File: src/gdd_pkg.sv
package gdd_pkg;

    // Years above this are saturated before any use.
    localparam logic [13:0] MAX_YEAR = 14'd9999;

    // Division by 25 as a multiply by 1311 and a right shift by 15.
    // This is exact for dividends below about 4700, and the widest here is 2524.
    localparam logic [10:0] DIV25_MUL   = 11'd1311;
    localparam int          DIV25_SHIFT = 15;
    localparam logic [4:0]  TWENTY_FIVE = 5'd25;
    localparam logic [8:0]  YEAR_DAYS   = 9'd365;

    typedef struct packed {
        logic [13:0] year;
        logic [3:0]  month;
        logic [4:0]  day;
    } date_t;

    // Days in the whole months before the given month. Month zero has none before it.
    // Any month above twelve has all twelve before it.
    function automatic logic [8:0] days_before(input logic [3:0] month);
        logic [8:0] n;
        case (month)
            4'd0:    n = 9'd0;
            4'd1:    n = 9'd0;
            4'd2:    n = 9'd31;
            4'd3:    n = 9'd59;
            4'd4:    n = 9'd90;
            4'd5:    n = 9'd120;
            4'd6:    n = 9'd151;
            4'd7:    n = 9'd181;
            4'd8:    n = 9'd212;
            4'd9:    n = 9'd243;
            4'd10:   n = 9'd273;
            4'd11:   n = 9'd304;
            4'd12:   n = 9'd334;
            default: n = 9'd365;
        endcase
        return n;
    endfunction

endpackage

File: src/gdd_day_number.sv
module gdd_day_number
    import gdd_pkg::*;
(
    input  logic        clk,
    input  logic        en,
    input  date_t       date,
    output logic [21:0] day_num
);

    // The first stage forms the quotient products, the scaled year and the day of year.
    logic [11:0] c_reg;
    logic [11:0] w4_reg;
    logic [22:0] pc_reg;
    logic [22:0] pa_reg;
    logic [22:0] pb_reg;
    logic [21:0] yr365_reg;
    logic [8:0]  doy_reg;
    logic        late_reg;
    logic        low2_reg;
    logic [21:0] num_reg;

    logic [11:0] c_next;
    logic [11:0] a_next;
    logic [9:0]  b_next;
    logic [11:0] w4_next;
    logic [14:0] y99;
    logic [14:0] y399;
    logic [14:0] y3;

    logic [6:0]  q100;
    logic [6:0]  qa;
    logic [6:0]  qb;
    logic [11:0] rem_base;
    logic        leap;
    logic [11:0] leaps;
    logic [21:0] num_next;

    always_comb
    begin
        y99     = 15'(date.year) + 15'd99;
        y399    = 15'(date.year) + 15'd399;
        y3      = 15'(date.year) + 15'd3;
        c_next  = date.year[13:2];
        a_next  = y99[13:2];
        b_next  = y399[13:4];
        w4_next = y3[13:2];
    end

    always_ff @(posedge clk)
    begin
        if (en)
        begin
            c_reg     <= c_next;
            w4_reg    <= w4_next;
            pc_reg    <= 23'(c_next) * 23'(DIV25_MUL);
            pa_reg    <= 23'(a_next) * 23'(DIV25_MUL);
            pb_reg    <= 23'(b_next) * 23'(DIV25_MUL);
            yr365_reg <= 22'(date.year) * 22'(YEAR_DAYS);
            doy_reg   <= days_before(date.month) + 9'(date.day);
            late_reg  <= (date.month >= 4'd3);
            low2_reg  <= (date.year[1:0] == 2'b00);
        end
    end

    // The second stage finishes the leap rule and sums the day number.
    always_comb
    begin
        q100     = pc_reg[DIV25_SHIFT +: 7];
        qa       = pa_reg[DIV25_SHIFT +: 7];
        qb       = pb_reg[DIV25_SHIFT +: 7];
        rem_base = 12'(q100) * 12'(TWENTY_FIVE);
        // A year divisible by 100 is a leap year only when its century count divides by 4.
        leap     = low2_reg && ((c_reg != rem_base) || (q100[1:0] == 2'b00));
        leaps    = w4_reg - 12'(qa) + 12'(qb);
        num_next = yr365_reg + 22'(leaps) + 22'(doy_reg) + 22'(late_reg && leap);
    end

    always_ff @(posedge clk)
    begin
        if (en)
        begin
            num_reg <= num_next;
        end
    end

    assign day_num = num_reg;

endmodule

File: src/gregorian_date_difference_core.sv
// Channel   Direction  tdata (lowest bit up)                              tuser
// s_axis    in         start_day 5, start_month 4, start_year 14,         -
//                      end_day 5, end_month 4, end_year 14, pad 2
// m_axis    out        day_count 22, pad 2                                not_earlier
//
// A word can enter on every cycle while no result waits at the output, and it passes
// through four register stages: clamp, quotient products, day numbers, and the
// difference in the output register.
// Reset clears only the valid bits of the stages.
// When a result waits at the output, the whole pipeline holds. No word is lost or repeated.
module gregorian_date_difference_core
    import gdd_pkg::*;
(
    input  logic        clk,
    input  logic        rst_n,
    input  logic        s_axis_tvalid,
    output logic        s_axis_tready,
    input  logic [47:0] s_axis_tdata,   // start_day, start_month, start_year, end_day,
                                        // end_month, end_year, zero pad
    output logic        m_axis_tvalid,
    input  logic        m_axis_tready,
    output logic [23:0] m_axis_tdata,   // day_count, zero pad
    output logic        m_axis_tuser    // not_earlier
);

    logic        adv;
    logic        v1_reg;
    logic        v2_reg;
    logic        v3_reg;
    logic        out_valid_reg;

    date_t       in_start;
    date_t       in_end;
    date_t       start1_reg;
    date_t       end1_reg;
    logic        earlier2_reg;
    logic        earlier3_reg;
    logic [21:0] start_num;
    logic [21:0] end_num;
    logic [22:0] diff;
    logic [21:0] count_next;
    logic        flag_next;
    logic [21:0] count_reg;
    logic        flag_reg;

    assign adv           = !out_valid_reg || m_axis_tready;
    assign s_axis_tready = adv;

    always_comb
    begin
        in_start.day   = s_axis_tdata[4:0];
        in_start.month = s_axis_tdata[8:5];
        in_start.year  = (s_axis_tdata[22:9] > MAX_YEAR) ? MAX_YEAR : s_axis_tdata[22:9];
        in_end.day     = s_axis_tdata[27:23];
        in_end.month   = s_axis_tdata[31:28];
        in_end.year    = (s_axis_tdata[45:32] > MAX_YEAR) ? MAX_YEAR : s_axis_tdata[45:32];
    end

    always_ff @(posedge clk or negedge rst_n)
    begin
        if (!rst_n)
        begin
            v1_reg        <= 1'b0;
            v2_reg        <= 1'b0;
            v3_reg        <= 1'b0;
            out_valid_reg <= 1'b0;
        end
        else if (adv)
        begin
            v1_reg        <= s_axis_tvalid;
            v2_reg        <= v1_reg;
            v3_reg        <= v2_reg;
            out_valid_reg <= v3_reg;
        end
    end

    always_ff @(posedge clk)
    begin
        if (adv)
        begin
            start1_reg   <= in_start;
            end1_reg     <= in_end;
            // The packed order year, month, day makes one compare lexicographic.
            earlier2_reg <= (start1_reg < end1_reg);
            earlier3_reg <= earlier2_reg;
            count_reg    <= count_next;
            flag_reg     <= flag_next;
        end
    end

    gdd_day_number u_start_num (
        .clk     (clk),
        .en      (adv),
        .date    (start1_reg),
        .day_num (start_num)
    );

    gdd_day_number u_end_num (
        .clk     (clk),
        .en      (adv),
        .date    (end1_reg),
        .day_num (end_num)
    );

    always_comb
    begin
        diff = {1'b0, end_num} - {1'b0, start_num};
        if (!earlier3_reg)
        begin
            count_next = '0;
            flag_next  = 1'b1;
        end
        else
        begin
            // Invalid day fields can make an earlier date give a negative difference.
            count_next = diff[22] ? '0 : diff[21:0];
            flag_next  = 1'b0;
        end
    end

    assign m_axis_tvalid = out_valid_reg;
    assign m_axis_tdata  = {2'b00, count_reg};
    assign m_axis_tuser  = flag_reg;

    a_flag_zero: assert property (@(posedge clk) disable iff (!rst_n)
        m_axis_tvalid && m_axis_tuser |-> m_axis_tdata == 24'd0)
        else $error("not_earlier result carries a nonzero count");

    // The widest span runs from day zero of year zero to the last field codes of year 9999.
    a_count_range: assert property (@(posedge clk) disable iff (!rst_n)
        m_axis_tvalid |-> m_axis_tdata <= 24'd3652456)
        else $error("day count beyond the range of clamped years");

    a_drain: assert property (@(posedge clk) disable iff (!rst_n)
        v3_reg && adv |=> m_axis_tvalid)
        else $error("word in the last stage did not reach the output");

    a_hold: assert property (@(posedge clk) disable iff (!rst_n)
        !adv |=> $stable(v1_reg) && $stable(v2_reg) && $stable(v3_reg))
        else $error("pipeline moved during a stall");

endmodule

File: config.mk
export PLATFORM = sky130hd
export DESIGN_NAME = gregorian_date_difference_core
export DESIGN_NICKNAME = d
export VERILOG_FILES = /design/src/gdd_pkg.sv /design/src/gdd_day_number.sv /design/src/gregorian_date_difference_core.sv
export SDC_FILE = /design/constraint.sdc
export NUM_CORES = 2
export LEC_CHECK = 0
export BUFFER_PORTS_ARGS = -buffer_cell sky130_fd_sc_hd__buf_4
export CELL_PAD_IN_SITES_DETAIL_PLACEMENT = 1
export CELL_PAD_IN_SITES_GLOBAL_PLACEMENT = 1
export CORE_AREA = 2 2 292 294
export DETAILED_ROUTE_END_ITERATION = 12
export DIE_AREA = 0 0 294 296
export PLACE_DENSITY = 0.78
export SETUP_SLACK_MARGIN = 0.4
export SLEW_MARGIN = 20
export SYNTH_ARGS = -nofsm -noshare
export SYNTH_HDL_FRONTEND = slang
export SYNTH_HIERARCHICAL = 1
export SYNTH_SLANG_ARGS = --single-unit
File: constraint.sdc
create_clock -name clk -period 10.87 [get_ports clk]
set_input_delay 1.087 -clock clk [delete_from_list [all_inputs] [get_ports clk]]
set_output_delay 1.087 -clock clk [all_outputs]
set_load 0.1 [all_outputs]
==> results.yml <==
status:
  status: "completed"
worst_setup_path:
  required_ns: 11.17
  rr_startpoint: "start1_reg[12]$_SDFFCE_PN1P_"
  reg2reg_depth: 27
  startpoint: "start1_reg[12]$_SDFFCE_PN1P_"
  startpoint_type: "register"
  crit_fanout: 9
  cp-end-kind: "register"
  path_class: "register to register"
  cp.arrival_ns: 8.04
synth:
  synth_cell_type_count: 90
  ys.flop_type: "edfxtp_1"
  async_reset_ff_frac: 0.0147
  synth_warnings: 6
  synth_edf_count: 269
  syn-cell-area_um2: 35000
  ys_ff_latch: 273
  yosysSeqAreaShare: 0.233
  avgSynthCellArea_um2: 10.7
  postSynthCellCount: 3283
timing:
  max_slew_margin: 0.294
  finalMaxSlewViolations: 0
  finalSetupViolCount: 0
  final.setup.tns_ns: 0
  fmax_mhz: 129
  period_needed_ns: 7.74
  rsz0062_at_grt: "no"
  hold_violations: 0
  skew_ns: 0.0199
  timing.final.crit_share: 0.712
  worst_pin_slew_ns: 1.05
routing:
  via_count: 23200
  routed_wl_mm: 81.7
  drc: 0
  ant_nets: 0
  drt-pass1-iter-count: 5
  drt_iter0_drc: 915
  viasPerCell: 5.12
  wl_per_cell_um: 18.1
die:
  ios: 79
  start_util: 0.416
  die_h_um: 296
  die_w_um: 294
  rows: 107
  die-area_um2: 87000
  core-area_um2: 84200
clocking:
  h-tree-depth: 2
  hold_buffers: 0
  cts_sinks: 273
  tritoncts: "yes"
  post_cts_buffers: 0
  root_buffer: "clkbuf_16"
  cts_max_path_buffers: 3
  cts_resized: 0
  path_clk_slew_ns: 0.06
  clk_latency_ns: 0.58
  numCtsBuffers: 36
global_route:
  grt_max_degree: 76
  grt_antenna_before_repair: 0
  grt_pass1_vias: 25600
  grt_usage: 0.192
  grt_pass1_wl_mm: 133
  overflow: 0
placement:
  portBuffers: 74
  dpl.hpwl_mm: 66.2
  gp_congestion: 0.824
final_layout:
  syn2layout_area_growth_pct: 9.71
  nets: 4546
  drive_gt1_frac: 0.0687
  n_antenna_cell: 0
run:
  cap_violations: 0
worst_hold_path:
  hp-class: "primary input to async pin"
worst max-delay path, stage by stage, from the launching register on:
cell,delay (ns)
edfxtp_1,0.80
inv_1,0.31
ha_1,0.29
o21ai_0,0.07
nand2_1,0.15
a31o_2,0.28
a21oi_1,0.29
or3_1,0.18
nand2_1,0.20
xnor2_1,0.32
ha_1,0.32
o21a_1,0.16
nor2_1,0.22
ha_1,0.30
fa_1,0.55
inv_1,0.06
fa_1,0.51
fa_1,0.55
inv_1,0.04
ha_1,0.24
a21o_1,0.19
a21o_1,0.17
a21oi_1,0.17
nand2_1,0.09
a2111oi_0,0.36
a21oi_1,0.23
a311oi_2,0.30
xnor2_1,0.11
layout make-up:
class / count / area, um^2
multi-input cells: 2224 / 23900
well taps: 1090 / 1360
flip-flops and latches: 273 / 8180
inverters: 767 / 2880
fillers: 9235 / 45800
repair buffers: 105 / 788
clock buffers: 37 / 905
clock inverters: 29 / 434
placed cells by master, fill, tap and decap left out, types with 11 or more instances in the layout:
cell type  instances
nand4_1           17
nand2_1           78
o21ai_1           11
o21a_1            27
xor2_1            60
and3_1            19
ha_1             754
nand2b_1          34
nor2_1            83
xnor2_1          204
nand3_1           33
edfxtp_1         269
nor3_1            24
clkbuf_16         36
inv_1            767
fa_1             333
nor2b_1           25
a211oi_1          14
o21ai_0           70
buf_4            105
nor2_2            17
a21oi_1          122
o21bai_1          23
a21o_1            81
and2_1            17
synth_stat cells, types with 7 or more instances:
master    number  share of area
nand4_1       17         0.0030
xor2_1        60          0.015
inv_1        767          0.082
o21ai_0       70          0.010
fa_1         333           0.19
a21o_1        81          0.017
or2_2          8         0.0014
ha_1         754           0.27
o211ai_1       7         0.0015
a211oi_1      14         0.0030
nand3_1       33         0.0047
xnor2_1      204          0.051
edfxtp_1     269           0.23
o31ai_1        8         0.0017
nor2b_1       25         0.0045
nor2_2        17         0.0030
nand2b_1      35         0.0063
o21bai_1      23         0.0049
o31a_1         7         0.0018
o21a_1        27         0.0058
or3_1          8         0.0014
nor3_1        24         0.0034
and3_1        19         0.0034
a21oi_1      122          0.017
a31oi_1        9         0.0016
nand2_1       78         0.0084
o21ai_1       11         0.0016
mux2i_1       10         0.0029
nor4_1         9         0.0016
clkbuf_1      13         0.0014
nor2_1        83         0.0089
and2_1        17         0.0030
final timing paths:
path / to / slack, ns
max in group asynchronous: m_axis_tvalid$_DFFE_PN0P_ / 10.46
hold / removal: v1_reg$_DFFE_PN0P_ / 0.31
setup / recovery: u_start_num/pb_reg[20]$_DFFE_PP_ / 3.13
setup reg to reg: u_start_num/pb_reg[20]$_DFFE_PP_ / 3.13
min in group clk: m_axis_tvalid$_DFFE_PN0P_ / 0.46
hold reg to reg: m_axis_tvalid$_DFFE_PN0P_ / 0.46
per-layer routing:
layer  vias to the layer above  GRT usage  wire length, um
met1                     11600      0.263            38600
met3                        82     0.0213             2880
met5                         -          0                0
met4                         0     0.0482             1710
met2                       340      0.325            38600
li1                      11100          -                -
stage by stage:
stage	utilization	cells	instance area (um^2)	worst slack (ns)	hold WS, ns
after floorplan	-	3284	35000	1.39	0.400
after global routing	0.456	4525	38400	2.58	0.276
after CTS	0.456	4525	38400	3.10	0.265
final	0.456	4525	38400	3.13	0.306
after detailed placement	0.440	4459	37100	3.14	0.461
after global placement	0.440	4459	37100	3.35	0.440
cells by family (layout without fill, tap and decap cells):
kind of cell | Yosys count | in the layout | share of synthesized area
compound gates | 454 | 454 | 0.0896
other cells | 1 | 2 | 0.000107
mux | 18 | 18 | 0.00575
xor+xnor | 266 | 266 | 0.0673
simple gates | 397 | 397 | 0.0591
fa+ha+maj | 1087 | 1087 | 0.460
buf+inv | 787 | 938 | 0.0850
flops | 273 | 273 | 0.233
Power is left out: the tool's default activity adds up to more than one toggle a clock period on the data nets, which glitch-free logic cannot reach.
